<file path="src/hw/rtl/multilevel_round_robin_scheduler_top_assert.svh">
// Assertion macros for the multilevel round-robin scheduler.
// Needs clk_i and rst_ni in the scope where the macros are used.
`ifndef MULTILEVEL_ROUND_ROBIN_SCHEDULER_TOP_ASSERT_SVH
`define MULTILEVEL_ROUND_ROBIN_SCHEDULER_TOP_ASSERT_SVH

// Plain property, checked outside reset
`define MRRS_ASSERT(lbl, prop, msg) \
  lbl: assert property (@(posedge clk_i) disable iff (!rst_ni) (prop)) else $error(msg);

// Antecedent implies consequent in the next cycle
`define MRRS_ASSERT_NEXT(lbl, ante, cons, msg) \
  lbl: assert property (@(posedge clk_i) disable iff (!rst_ni) (ante) |=> (cons)) \
    else $error(msg);

`endif

</file>
<file path="src/hw/rtl/mrrs_pkg.sv">
// Shared types and constants of the multilevel round-robin scheduler.
// No dependencies.
package mrrs_pkg;

  localparam int unsigned NumTasksDef      = 64;
  localparam int unsigned NumLevelsDef     = 8;
  localparam int unsigned SlotsPerLevelDef = 64;
  localparam int unsigned CmdQueueDepth    = 2;

  localparam int unsigned TaskIdW = 6;
  localparam int unsigned SliceW  = 8;
  localparam int unsigned LevelW  = 4;

  typedef enum logic [1:0] {
    OP_ALLOC  = 2'd0,
    OP_RUN    = 2'd1,
    OP_SLEEP  = 2'd2,
    OP_SWITCH = 2'd3
  } op_e;

  // Classified command as it sits in the queue
  typedef struct packed {
    op_e                op;
    logic [TaskIdW-1:0] tid;
    logic               tok;       // id names an existing slot
    logic               keep_lvl;  // keep the task's level
    logic [LevelW-1:0]  lvl;       // saturated target level
    logic [SliceW-1:0]  slice;
  } cmd_t;

  // Back end status seen by the top level
  typedef struct packed {
    logic busy;
    logic pop;
  } bk_stat_t;

  typedef enum logic [3:0] {
    ST_IDLE,
    ST_DISP,
    ST_ALLOC,
    ST_RUN_DEC,
    ST_SLP_CUR,
    ST_RM_RD,
    ST_RM_CMP,
    ST_CP_RD,
    ST_CP_WR,
    ST_RM_END,
    ST_ADD,
    ST_SW_CUR,
    ST_OUT,
    ST_OUT_T,
    ST_OUT_S
  } bk_state_e;

endpackage

</file>
<file path="src/hw/rtl/mrrs_fifo.sv">
// Short command queue between front and back end.
// Depends on mrrs_pkg.
module mrrs_fifo #(
  parameter int unsigned DEPTH = mrrs_pkg::CmdQueueDepth
) (
  input  logic           clk_i,
  input  logic           rst_ni,
  input  logic           push_i,
  input  mrrs_pkg::cmd_t wdata_i,
  input  logic           pop_i,
  output mrrs_pkg::cmd_t rdata_o,
  output logic           empty_o,
  output logic           full_o
);
  import mrrs_pkg::*;

  localparam int unsigned PW = (DEPTH > 1) ? $clog2(DEPTH) : 1;
  localparam int unsigned CNTW = $clog2(DEPTH + 1);

  cmd_t            mem_q [DEPTH];
  logic [PW-1:0]   wr_q, wr_d, rd_q, rd_d;
  logic [CNTW-1:0] cnt_q, cnt_d;
  logic            do_push, do_pop;

  assign empty_o = (cnt_q == '0);
  assign full_o  = (cnt_q == CNTW'(DEPTH));
  assign do_push = push_i && !full_o;
  assign do_pop  = pop_i && !empty_o;
  assign rdata_o = mem_q[rd_q];

  // Pointer and fill count update
  always_comb begin
    wr_d  = wr_q;
    rd_d  = rd_q;
    cnt_d = cnt_q;
    if (do_push) begin
      wr_d = (wr_q == PW'(DEPTH - 1)) ? '0 : wr_q + 1'b1;
    end
    if (do_pop) begin
      rd_d = (rd_q == PW'(DEPTH - 1)) ? '0 : rd_q + 1'b1;
    end
    if (do_push && !do_pop) begin
      cnt_d = cnt_q + 1'b1;
    end else if (!do_push && do_pop) begin
      cnt_d = cnt_q - 1'b1;
    end
  end

  always_ff @(posedge clk_i or negedge rst_ni) begin
    if (!rst_ni) begin
      wr_q  <= '0;
      rd_q  <= '0;
      cnt_q <= '0;
    end else begin
      wr_q  <= wr_d;
      rd_q  <= rd_d;
      cnt_q <= cnt_d;
    end
  end

  // Entry storage
  always_ff @(posedge clk_i) begin
    if (do_push) begin
      mem_q[wr_q] <= wdata_i;
    end
  end

endmodule

</file>
<file path="config.mk">
export PLATFORM = sky130hd
export DESIGN_NAME = mrrs_fifo
export DESIGN_NICKNAME = d
export VERILOG_FILES = /design/src/hw/rtl/multilevel_round_robin_scheduler_top_assert.svh /design/src/hw/rtl/mrrs_pkg.sv /design/src/hw/rtl/mrrs_fifo.sv
export SDC_FILE = /design/constraint.sdc
export NUM_CORES = 1
export LEC_CHECK = 0
export BUFFER_PORTS_ARGS = -buffer_cell sky130_fd_sc_hd__buf_2
export CORE_MARGIN = 1
export CORE_UTILIZATION = 50
export CTS_CLUSTER_DIAMETER = 100
export DETAILED_ROUTE_END_ITERATION = 8
export GPL_TIMING_DRIVEN = 0
export PLACE_DENSITY = 0.73
export SYNTH_ARGS = -nofsm -noshare
export SYNTH_HDL_FRONTEND = slang
export SYNTH_SLANG_ARGS = --single-unit
export TNS_END_PERCENT = 30
</file>
<file path="constraint.sdc">
create_clock -name clk_i -period 2.7 [get_ports clk_i]
set_clock_uncertainty 0.15 [all_clocks]
set_input_delay 0.135 -clock clk_i [delete_from_list [all_inputs] [get_ports clk_i]]
set_output_delay 0.135 -clock clk_i [all_outputs]
set_load 0.02 [all_outputs]
</file>
**Yosys cells after proc, flatten, opt, wreduce, memory -nomap -nowiden**

Memories as Yosys holds them, arrays and structs flattened.
Index checks and enable logic that the tools add are counted.

- $add $sub $neg: 4
- Eq/ne operators: 1
- Mux-type cells: 6
- Reduce and logical (&&, ||, !) cells: 10

Operators by type and width:

| operator | count |
|---|---|
| logical AND 1 bit | 4 |
| logical NOT 1 bit | 4 |
| two-way mux 1 bit | 4 |
| two-way mux 2 bit | 2 |
| adder 1 bit (second input constant) | 2 |
| adder 2 x 1 -> 2 bit (second input constant) | 1 |
| == test 2 bit (second input constant) | 1 |
| logical NOT 2 bit | 1 |
| nonzero test 2 bit | 1 |
| subtractor 2 x 1 -> 2 bit (second input constant) | 1 |

- Bits in registers: 4
- Memory bits (writable): 44
- Bits of input ports: 26
- Output and inout port bits: 24
- Word-level logic and storage cells: 25
- Memories: 1

Memory list:

| name | words | width | read ports | clocked after Yosys merged registers in | write ports | line | text |
|---|---|---|---|---|---|---|---|
| mem_q | 2 | 22 | 1 | 0 | 1 | mrrs_fifo.sv:20 | `cmd_t mem_q [DEPTH];` |

**Depth between registers and ports, before layout**

Gate-level depths: netlist of run 1.

- Depth in word-level cells: 7
- Gate-level depth with buffers: 7
- Mapped depth without buffers: 7

**Least setup slack after synthesis of run 1**

Ideal clock, no wire load.

- Path kind: reg2reg
- Start: reg cnt_q[0]
- End: mem mem_q[0][0] (netlist bit) (enable)
- Library setup time: 401 ps
- Data arrival time: 1,592 ps
- Path slack: 557 ps
- Stages on the path, launching flop included: 4
- Path buffers: 0
- Clock period less this slack: 2,143 ps
- Path through: dfrtp_1 > nand2b_1 > nand2_1 > nor2_1

- Word-level cells in the longest chain between the ends: 5

RTL lines:

| item | line | text |
|---|---|---|
| start, declared | mrrs_fifo.sv:22 | `logic [CNTW-1:0] cnt_q, cnt_d;` |
| start signal, assigned | mrrs_fifo.sv:57 | `cnt_q <= cnt_d;` |
| == test 2 bit | mrrs_fifo.sv:26 | `assign full_o = (cnt_q == CNTW'(DEPTH));` |
| logical NOT 1 bit | mrrs_fifo.sv:27 | `assign do_push = push_i && !full_o;` |
| logical AND 1 bit | mrrs_fifo.sv:27 |  |
| two-way mux 1 bit | mrrs_fifo.sv:63 | `if (do_push) begin` |
| two-way mux 1 bit (implied by the code) | mrrs_fifo.sv:64 | `mem_q[wr_q] <= wdata_i;` |
| end, declared | mrrs_fifo.sv:20 |  |

No other way between the ends.

**Worst setup path in the final report of run 1**

- Start: reg cnt_q[0]
- End: mem mem_q[1][13] (netlist bit) (enable)

Same word-level chain as after synthesis.

==> impl_metrics.json, run 1 <==
{
  "hold_slack_ns": 0.3406,
  "wl_per_cell_microns": 13.95,
  "path_buf_inv": 0,
  "globalplace.congestion": 0.6510,
  "grt_use_total_pct": 17.72,
  "required_ns": 2.54,
  "maxSlewViolCount": 0,
  "avgViaCountPerCell": 4.783,
  "path_max_fanout": 22,
  "p_leak_nw": 0.9499,
  "relSlewSlack_pct": 28.59,
  "max_stage_delay_ns": 0.89,
  "crit_type": "reg -> reg",
  "cp_cell_sequence": "nand2b_1 -> and3_1",
  "ys_warn_count": 0,
  "ys_seq_elements": 48,
  "reg2reg_depth": 2,
  "hp-start": "wdata_i[19]",
  "syn_area_per_cell_sq_um": 20.55,
  "synth_cells": 87,
  "drt_iter0_markers": 18,
  "port_buffers": 49,
  "n_fill_cell": 226,
  "cp.arrival_ns": 1.89,
  "grt_pass1_vias": 1019,
  "antenna_found_initial": 0,
  "crit_family": "simple AND/OR/NAND/NOR gates",
  "ys_types": 13,
  "routed_wirelength_microns": 3028,
  "rr_startpoint": "cnt_q[0]",
  "layout_min_cycle_time_ns": 2.055,
  "grt_pass1_wl_microns": 4533,
  "die_h_microns": 61.80,
  "final_cell_mix": "buf_2, edfxtp_1, dlygate4sd3_1, mux2_2, clkbuf_4",
  "clk_pin_slew_ns": 0.14,
  "n_antenna_cell": 0,
  "hold_class": "in -> reg",
  "cts_root_buffer": "clkbuf_4",
  "clock_sinks": 48,
  "reg2reg_slack_ns": 0.64,
  "cts-resized-gates": 0,
  "core_area_sq_mm": 0.003390,
  "clk_latency_ns": 0.35,
  "drt_pre_antenna_iters": 4,
  "start_util_pct": 52.75,
  "endpoint_kind": "flop",
  "yosysSeqAreaShare_pct": 79.50,
  "status": "finished, final reports clean",
  "h-tree-depth": 2,
  "power_density_mw_per_mm2": 963.2,
  "yosysTopAreaCell": "edfxtp_1",
  "yosysTopAreaCellShare_pct": 73.90,
  "synthesis.nets": 114,
  "holdPathStages": 2,
  "worstSetupStartpointType": "flop",
  "cts_tree": "done",
  "tightest_slew_ns": 1.071,
  "drv_cap": 0,
  "r2r-end": "mem_q[1][13]",
  "setup_tns_ns": 0,
  "gr-total-overflow": 0,
  "die_w_microns": 61.80,
  "synth_area_sq_mm": 0.001788,
  "cts_buffer_depth": 2,
  "hold_viol_final": 0,
  "cts_buffers": 5,
  "area_growth_pct": 36.32,
  "dp_hpwl_microns": 1868,
  "rows": 21,
  "fin_crit_sh_pct": 76.13,
  "hold_end": "mem_q[1][19]",
  "die-area_sq_mm": 0.003819,
  "critPathSlowestCell": "and3_1",
  "rsz0062_at_grt": "false",
  "drive_gt1_share_pct": 47.95,
  "worst_ir_drop_vdd_mv": 0.7211,
  "grt_max_degree": 23,
  "setup_viol": 0,
  "fmax_mhz": 486.5,
  "mostFrequentLayoutCell": "buf_2",
  "finalNetCount": 197,
  "ant_nets": 0,
  "drc": 0,
  "vias": 1038,
  "io_pins": 50,
  "synth_area_leaders": "edfxtp_1, mux2_2, dfrtp_1, xnor2_1, buf_6"
}
==> worst reg2reg max path, stage by stage (launching register included) <==
cell and delay (ns):
dfrtp_1 0.46, nand2b_1 0.18, and3_1 0.89
==> what timing repair did <==
| action | 4_1_cts | 5_1_grt |
|---|---|---|
| setup buffers | 0 | 0 |
| hold endpoints to repair | 50 | 0 |
| hold buffers | 26 | 0 |
==> cell type report <==
class	instances	area [sq um]	area share, %
clock inverter	3	18.77	0.7700
buffer	2	22.52	0.9240
sequential	48	1421	58.32
inverter	2	7.507	0.3080
timing repair buffer	76	533.0	21.87
multi-input combinational	35	339.1	13.91
tap	46	57.56	2.361
clock buffer	5	37.54	1.540
==> synthesized netlist by cell type, drive strengths merged <==
cell type,count
o21ai,1
nand2,1
xor2,2
ha,1
mux2,22
dfrtp,4
xnor2,3
buf,2
inv,2
nor2,3
edfxtp,44
and3,1
nand2b,1
==> cell families after synthesis <==
group	Yosys count	share of synthesized area [%]
AND/OR/NAND/NOR	6	1.540
adder cells (fa/ha/maj)	1	0.6997
buffers and inverters	4	1.680
flip-flops	48	79.50
AO/OA/AOI/OAI	1	0.2796
XOR/XNOR	5	2.450
multiplexers	22	13.86
==> worst max path at each step <==
stage / start / end / slack [ns] / depth (start not counted)
detailed placement: cnt_q[0] / mem_q[1][1] / 0.64 / 2
CTS: cnt_q[0] / mem_q[1][0] / 0.63 / 2
global placement: cnt_q[0] / mem_q[0][18] / 0.08 / 3
global route: cnt_q[0] / mem_q[1][13] / 0.53 / 2
floorplan: cnt_q[0] / mem_q[0][0] / 0.56 / 3
finish: cnt_q[0] / mem_q[1][13] / 0.64 / 2
==> power breakdown <==
| group | total, mW | internal [mW] | leakage (nW) | switching, mW |
|---|---|---|---|---|
| combinational | 0.927 | 0.411 | 0.470 | 0.516 |
| sequential | 1.10 | 1.02 | 0.455 | 0.0742 |
| clock | 0.323 | 0.0984 | 0.0249 | 0.225 |
| total | 2.35 | 1.53 | 0.950 | 0.815 |
==> sequential cells by signal, summed over array words and instances, names as in the netlist <==
name,flops
cnt_q,2
mem_q,44
wr_q,1
rd_q,1
==> layer usage <==
| metal | routed length, microns | up-vias | track usage [%] |
|---|---|---|---|
| li1 | - | 496 | - |
| met1 | 1204 | 500 | 19.15 |
| met2 | 1628 | 38 | 30.26 |
| met3 | 164 | 4 | 6.625 |
| met4 | 30 | 0 | 9.524 |
| met5 | 0 | - | 0 |
==> stage by stage <==
step                      worst slack [ns]  power, mW  util (%)  instance area, sq um  std cells
after CTS                           0.6307      2.361     71.91                  2437        217
after detailed placement            0.6440      2.019     62.57                  2121        183
final                               0.6445      2.348     71.91                  2437        217
after global placement             0.07620      1.955     61.68                  2091        182
after global routing                0.5297      2.480     71.91                  2437        217
after floorplan                     0.5569      1.723         -                  1788         87
Note: power is estimated with default switching activity, not from simulation.
==> run 2: changes to the inputs <==
--- a/config.mk
+++ b/config.mk
@@ -5,6 +5,7 @@
 export SDC_FILE = /design/constraint.sdc
 export NUM_CORES = 1
 export LEC_CHECK = 0
+export ABC_AREA = 1
 export BUFFER_PORTS_ARGS = -buffer_cell sky130_fd_sc_hd__buf_2
 export CORE_MARGIN = 1
 export CORE_UTILIZATION = 50
==> constraint.sdc (replaced) <==
create_clock -name clk_i -period 2.05 [get_ports clk_i]
set_clock_uncertainty 0.15 [all_clocks]
set_input_delay 0.1025 -clock clk_i [delete_from_list [all_inputs] [get_ports clk_i]]
set_output_delay 0.1025 -clock clk_i [all_outputs]
set_load 0.02 [all_outputs]
==> run 2 against run 1 <==
Net effect:
- critical path depth rose by 2
- sequential power up 30%
- count of clock-buffer cells in the layout unchanged
- synthesized cell count up 68%
- routed wire length up 7.9%
- register-to-register slack worse by 0.36 ns
- cell count is 26% higher
- sequential share of layout area down 1.3 points
- clock power increased by 65%
- final area rose by 2.2%
- non-clock buffer count is the same
- first-iteration DRC count grew to 2.9 times the previous value
- critical endpoint is now mem_q[0][8]
- highest routed layer unchanged
==> impl_metrics.json, run 2 <==
{
  "globalplace.congestion": 0.7060,
  "clk_pin_slew_ns": 0.09,
  "synth_area_leaders": "edfxtp_1, nand2_1, dfrtp_1, inv_1, buf_6",
  "dp_cells": 241,
  "ant_nets": 0,
  "synth_cells": 146,
  "start_util_pct": 53.47,
  "drc": 0,
  "setup_tns_ns": 0,
  "ys_warn_count": 0,
  "setup_viol": 0,
  "maxSlewViolCount": 0,
  "synth.most_common_cell": "nand2_1",
  "rsz0062_at_grt": "false",
  "synthesis.nets": 173,
  "hold_viol_final": 0,
  "finalNonFillerCells": 274,
  "ys_seq_elements": 48,
  "hp-start": "push_i",
  "ys.flop_type": "edfxtp_1",
  "mostFrequentLayoutCell": "nand2_1",
  "drive_gt1_share_pct": 28.51,
  "die-area_sq_mm": 0.003928,
  "clock_sinks": 48,
  "cp.arrival_ns": 1.51,
  "gr-total-overflow": 0,
  "synth_edf_count": 44,
  "cts_buffer_depth": 2,
  "area_growth_pct": 35.35,
  "status": "finished, final reports clean",
  "worst_ir_drop_vdd_mv": 0.8735,
  "synth-async-reset-ratio_pct": 8.333,
  "grt_pass1_wl_microns": 5388,
  "rows": 21,
  "vias": 1269,
  "fin_util_pct": 72.37,
  "yosysSeqAreaShare_pct": 77.23,
  "critPathSlowestCell": "dfrtp_1",
  "worstSetupStartpointType": "flop",
  "rr_startpoint": "cnt_q[0]",
  "multi_input_area_sq_um": 359.1,
  "routed_wirelength_microns": 3267,
  "synth_top_cells_by_count": "nand2_1, edfxtp_1, inv_1",
  "n_fill_cell": 256,
  "relSlewSlack_pct": 57.72,
  "top_regs": "mem_q (44), cnt_q (2)",
  "fmax_mhz": 566.2,
  "final_cell_mix": "nand2_1, buf_2, edfxtp_1, dlygate4sd3_1, inv_1",
  "endpoint_kind": "flop",
  "reg2reg_depth": 4,
  "antenna_found_initial": 0,
  "drv_cap": 0,
  "ys_types": 15,
  "cp_cell_sequence": "nor2_2 -> nor2_2 -> nand2_1 -> clkinvlp_4",
  "clk_latency_ns": 0.29,
  "required_ns": 1.79,
  "io_pins": 50,
  "postCtsSetupBuffers": 0,
  "fin_crit_sh_pct": 86.15,
  "drt_iter0_markers": 53,
  "p_leak_nw": 1.106,
  "grt_max_degree": 23,
  "crit_type": "reg -> reg",
  "grt_pass1_vias": 1289,
  "finalNetCount": 254,
  "worst_path_most_repeated_cell": "nor2_2",
  "dp_hpwl_microns": 2038,
  "die_h_microns": 62.67,
  "tightest_slew_ns": 0.6327,
  "layout_min_cycle_time_ns": 1.766,
  "regArea_sq_mm": 0.001421,
  "hold_end": "wr_q",
  "drt_pre_antenna_iters": 4,
  "largest_register_ffs": 44,
  "n_antenna_cell": 0,
  "grt_use_total_pct": 18.57,
  "power_density_mw_per_mm2": 1326,
  "reg2reg_slack_ns": 0.28,
  "port_buffers": 49,
  "cts_buffers": 5,
  "h-tree-depth": 2,
  "r2r-end": "mem_q[0][8]",
  "yosysTopAreaCellShare_pct": 71.79,
  "avgViaCountPerCell": 4.631,
  "die_w_microns": 62.67,
  "path_max_fanout": 22,
  "synth_area_sq_mm": 0.001841,
  "wl_per_cell_microns": 11.92,
  "core_area_sq_mm": 0.003442,
  "top_register": "mem_q",
  "power_mw": 3.304,
  "syn_area_per_cell_sq_um": 12.61,
  "holdPathStages": 5,
  "yosysTopAreaCell": "edfxtp_1",
  "cts_tree": "done",
  "max_stage_delay_ns": 0.45,
  "hold_class": "in -> reg",
  "cts_root_buffer": "clkbuf_8"
}
run 2: cell count changes in the layout (fill, tap and decap cells not counted), moves of 2 or more:
cell      previous run  this run
buf_4                0         2
clkbuf_4             5         0
clkbuf_8             0         5
inv_1                2         6
mux2_2              22         0
nand2_1              1        75
o21ai_0              0         2
xnor2_1              3         1
xor2_1               2         0
run 2: layout make-up:
type	instances	share of cell area [%]
inverters	8	1.356
repair buffers	74	19.89
flip-flops and latches	48	57.06
clock buffers	5	2.762
well taps	46	2.310
plain buffers	4	1.507
clock inverters	3	0.7032
multi-input cells	86	14.41
run 2: cells by family after synthesis:
group	count (synthesis)	synth area share [%]
XOR/XNOR	1	0.4760
AND/OR/NAND/NOR	82	17.40
AO/OA/AOI/OAI	2	0.5439
flip-flops	48	77.23
buffers and inverters	12	3.671
adder cells (fa/ha/maj)	1	0.6797
run 2: how the worst max path moves through the flow:
stage	startpoint	end	slack, ns	cells after the start
final	cnt_q[0]	mem_q[0][8]	0.28	4
after global routing	cnt_q[0]	mem_q[0][12]	0.16	4
after CTS	cnt_q[1]	mem_q[0][14]	0.1	5
after detailed placement	cnt_q[1]	mem_q[1][21]	-0.009	3
after global placement	cnt_q[1]	mem_q[1][15]	0.008	3
after floorplan	cnt_q[1]	mem_q[1][0]	0.31	3
run 2: critical path, delay by kind of cell (launching register included):
| kind | cells | cell delay (ns) |
|---|---|---|
| buffers and inverters | 1 | 0.43 |
| flip-flops | 1 | 0.45 |
| AND/OR/NAND/NOR | 3 | 0.33 |
run 2: layer usage:
| layer | vias up | GRT usage [%] | routed length (microns) | part of all wire (%) |
|---|---|---|---|---|
| li1 | 644 | - | - | - |
| met4 | 0 | 8.140 | 31 | 0.95 |
| met3 | 4 | 5.657 | 142 | 4.3 |
| met1 | 587 | 20.18 | 1339 | 41 |
| met2 | 34 | 33.15 | 1752 | 54 |
| met5 | - | 0 | 0 | 0 |
run 2: through the flow:
stage               instance area (sq um)  setup slack [ns]  hold WS (ns)
global placement                     2146          0.007560       -0.2402
floorplan                            1843            0.3138       -0.3431
finish                               2491            0.2839       0.07205
global route                         2491            0.1603        0.1030
CTS                                  2487           0.09647       0.01291
detailed placement                   2146         -0.009499       -0.2367
run 2: what timing repair did:
action	4_1_cts	5_1_grt
hold buffers	25	0
resized for setup	1	1
hold endpoints to repair	49	0
endpoints found under the setup margin	22	22
run 2: where the power goes:
| part | leakage [nW] | total [mW] | internal [mW] | switching, mW |
|---|---|---|---|---|
| registers | 0.457 | 1.43 | 1.34 | 0.0897 |
| clock network | 0.0460 | 0.534 | 0.238 | 0.296 |
| logic | 0.603 | 1.34 | 0.446 | 0.891 |
| total | 1.11 | 3.30 | 2.03 | 1.28 |
==> run 3: changes to the inputs <==
--- a/config.mk
+++ b/config.mk
@@ -7,8 +7,10 @@
 export LEC_CHECK = 0
 export ABC_AREA = 1
 export BUFFER_PORTS_ARGS = -buffer_cell sky130_fd_sc_hd__buf_2
+export CELL_PAD_IN_SITES_DETAIL_PLACEMENT = 1
+export CELL_PAD_IN_SITES_GLOBAL_PLACEMENT = 1
 export CORE_MARGIN = 1
-export CORE_UTILIZATION = 50
+export CORE_UTILIZATION = 40
 export CTS_CLUSTER_DIAMETER = 100
 export DETAILED_ROUTE_END_ITERATION = 8
 export GPL_TIMING_DRIVEN = 0
==> run 3 against run 2 <==
Net effect:
- clock power increased by 21%
- cell count is 2.2% higher
- final area rose by 1.1%
- non-clock buffer count unchanged
==> impl_metrics.json, run 3 (synthesized netlist as in run 2, its figures left out) <==
{
  "fin_util_pct": 57.45,
  "area_growth_pct": 36.85,
  "hold_class": "in -> reg",
  "finalNetCount": 254,
  "rr_startpoint": "cnt_q[1]",
  "cp_cell_sequence": "inv_1 -> o21ai_0 -> nor2_4",
  "pwr-share-comb_pct": 39.7,
  "postCtsSetupBuffers": 0,
  "h-tree-depth": 2,
  "grt_pass1_wl_microns": 6624,
  "maxSlewViolCount": 0,
  "cts_tree": "done",
  "rows": 24,
  "worstSetupStartpointType": "flop",
  "routed_wirelength_microns": 4153,
  "antenna_found_initial": 0,
  "fin_crit_sh_pct": 89.22,
  "p_leak_nw": 1.113,
  "mostFrequentLayoutCell": "nand2_1",
  "crit_end": "mem_q[1][19]",
  "cp.depth": 3,
  "clk_latency_ns": 0.29,
  "reg2reg_depth": 3,
  "cts_root_buffer": "clkbuf_8",
  "start_util_pct": 41.98,
  "crit_start": "cnt_q[1]",
  "final_cell_mix": "nand2_1, buf_2, edfxtp_1, dlygate4sd3_1, inv_1",
  "drt_iter0_markers": 46,
  "avgViaCountPerCell": 4.729,
  "power_density_mw_per_mm2": 1381,
  "worst_ir_drop_vdd_mv": 0.9081,
  "crit_family": "simple AND/OR/NAND/NOR gates",
  "grt_pass1_vias": 1428,
  "clock_sinks": 48,
  "clk_pin_slew_ns": 0.08,
  "die_h_microns": 69.83,
  "dp_hpwl_microns": 2826,
  "drc": 0,
  "die-area_sq_mm": 0.004876,
  "top_register": "mem_q",
  "cts_buffer_depth": 2,
  "switching_power_mw": 1.333,
  "crit_type": "reg -> reg",
  "io_pins": 50,
  "globalplace.congestion": 0.6829,
  "n_antenna_cell": 0,
  "port_buffers": 49,
  "power_mw": 3.478,
  "vias": 1324,
  "drt_pre_antenna_iters": 4,
  "rsz0062_at_grt": "false",
  "r2r-end": "mem_q[1][19]",
  "top_regs": "mem_q (44), cnt_q (2)",
  "drive_gt1_share_pct": 28.07,
  "endpoint_kind": "flop",
  "largest_register_ffs": 44,
  "setup_viol": 0,
  "wl_per_cell_microns": 14.83,
  "grt_use_total_pct": 17.84,
  "critPathSlowestCell": "nor2_4",
  "tightest_slew_ns": 0.6607,
  "path_buf_inv": 1,
  "ant_nets": 0,
  "reg2reg_slack_ns": 0.22,
  "relSlewSlack_pct": 55.85,
  "path_max_fanout": 22,
  "seq_power_share_pct": 41.7,
  "cp.arrival_ns": 1.61,
  "fmax_mhz": 546.7,
  "hold_slack_ns": 0.1055,
  "p_sw_share_pct": 38.33,
  "die_w_microns": 69.83,
  "required_ns": 1.83,
  "core_area_sq_mm": 0.004384,
  "status": "finished, final reports clean",
  "internal-power_mw": 2.145,
  "grt_max_degree": 23,
  "hold_viol_final": 0,
  "clkPwrFrac_pct": 18.6,
  "cts_buffers": 5,
  "gr-total-overflow": 0,
  "drv_cap": 0,
  "layout_min_cycle_time_ns": 1.829,
  "max_stage_delay_ns": 0.58
}
[run 3: final cells by class]
class                   instances  area (sq um)
multi-input cells              86         359.1
clock inverters                 3         37.54
plain buffers                   4         37.54
clock buffers                   5         68.82
repair buffers                 74         495.5
well taps                      52         65.06
flip-flops and latches         48          1421
inverters                       8         33.78
fillers                       477          1866
[run 3: power by group through the flow]
stage               sequential, mW  clock, mW  combinational [mW]
CTS                           1.45      0.659                1.39
detailed placement            1.47          0                1.34
floorplan                     1.44          0               0.894
global route                  1.47      0.691                1.51
finish                        1.45      0.648                1.38
global placement              1.45          0                1.27
[run 3: how the worst min path moves through the flow]
stage          startpoint        to  slack [ns]  cells past startpoint
5_1_grt            push_i      wr_q        0.11                      5
3_3_place_gp       rst_ni  cnt_q[1]       -0.24                      1
3_5_place_dp       rst_ni  cnt_q[1]       -0.24                      1
4_1_cts            push_i      wr_q        0.04                      5
6_report           push_i      wr_q        0.11                      5
2_1_floorplan      rst_ni  cnt_q[0]       -0.34                      0
[run 3: worst register-to-register path, stage by stage, from the launching register on]
cell	delay, ns
dfrtp_1	0.42
inv_1	0.13
o21ai_0	0.20
nor2_4	0.58
[run 3: routing by layer]
| layer | GRT usage (%) | routed length, microns | up-vias |
|---|---|---|---|
| met5 | 0 | 0 | - |
| met4 | 6.444 | 78 | 0 |
| met3 | 4.070 | 156 | 11 |
| met2 | 33.44 | 2297 | 38 |
| met1 | 19.43 | 1621 | 632 |
| li1 | - | - | 643 |
[run 3: what timing repair did]
item | 4_1_cts | 5_1_grt
endpoints found under the setup margin | 22 | 22
gates resized for setup | 1 | 1
hold endpoints to repair | 49 | 0
hold buffers | 25 | 0
[run 3: per-stage QoR]
| stage | worst slack (ns) | TNS [ns] | area [sq um] | std cells |
|---|---|---|---|---|
| finish | 0.2210 | 0 | 2519 | 280 |
| CTS | 0.03834 | 0 | 2515 | 280 |
| floorplan | 0.3138 | 0 | 1843 | 146 |
| global placement | -0.02815 | -0.6077 | 2153 | 247 |
| detailed placement | -0.1224 | -2.679 | 2153 | 247 |
| global route | 0.09392 | 0 | 2519 | 280 |
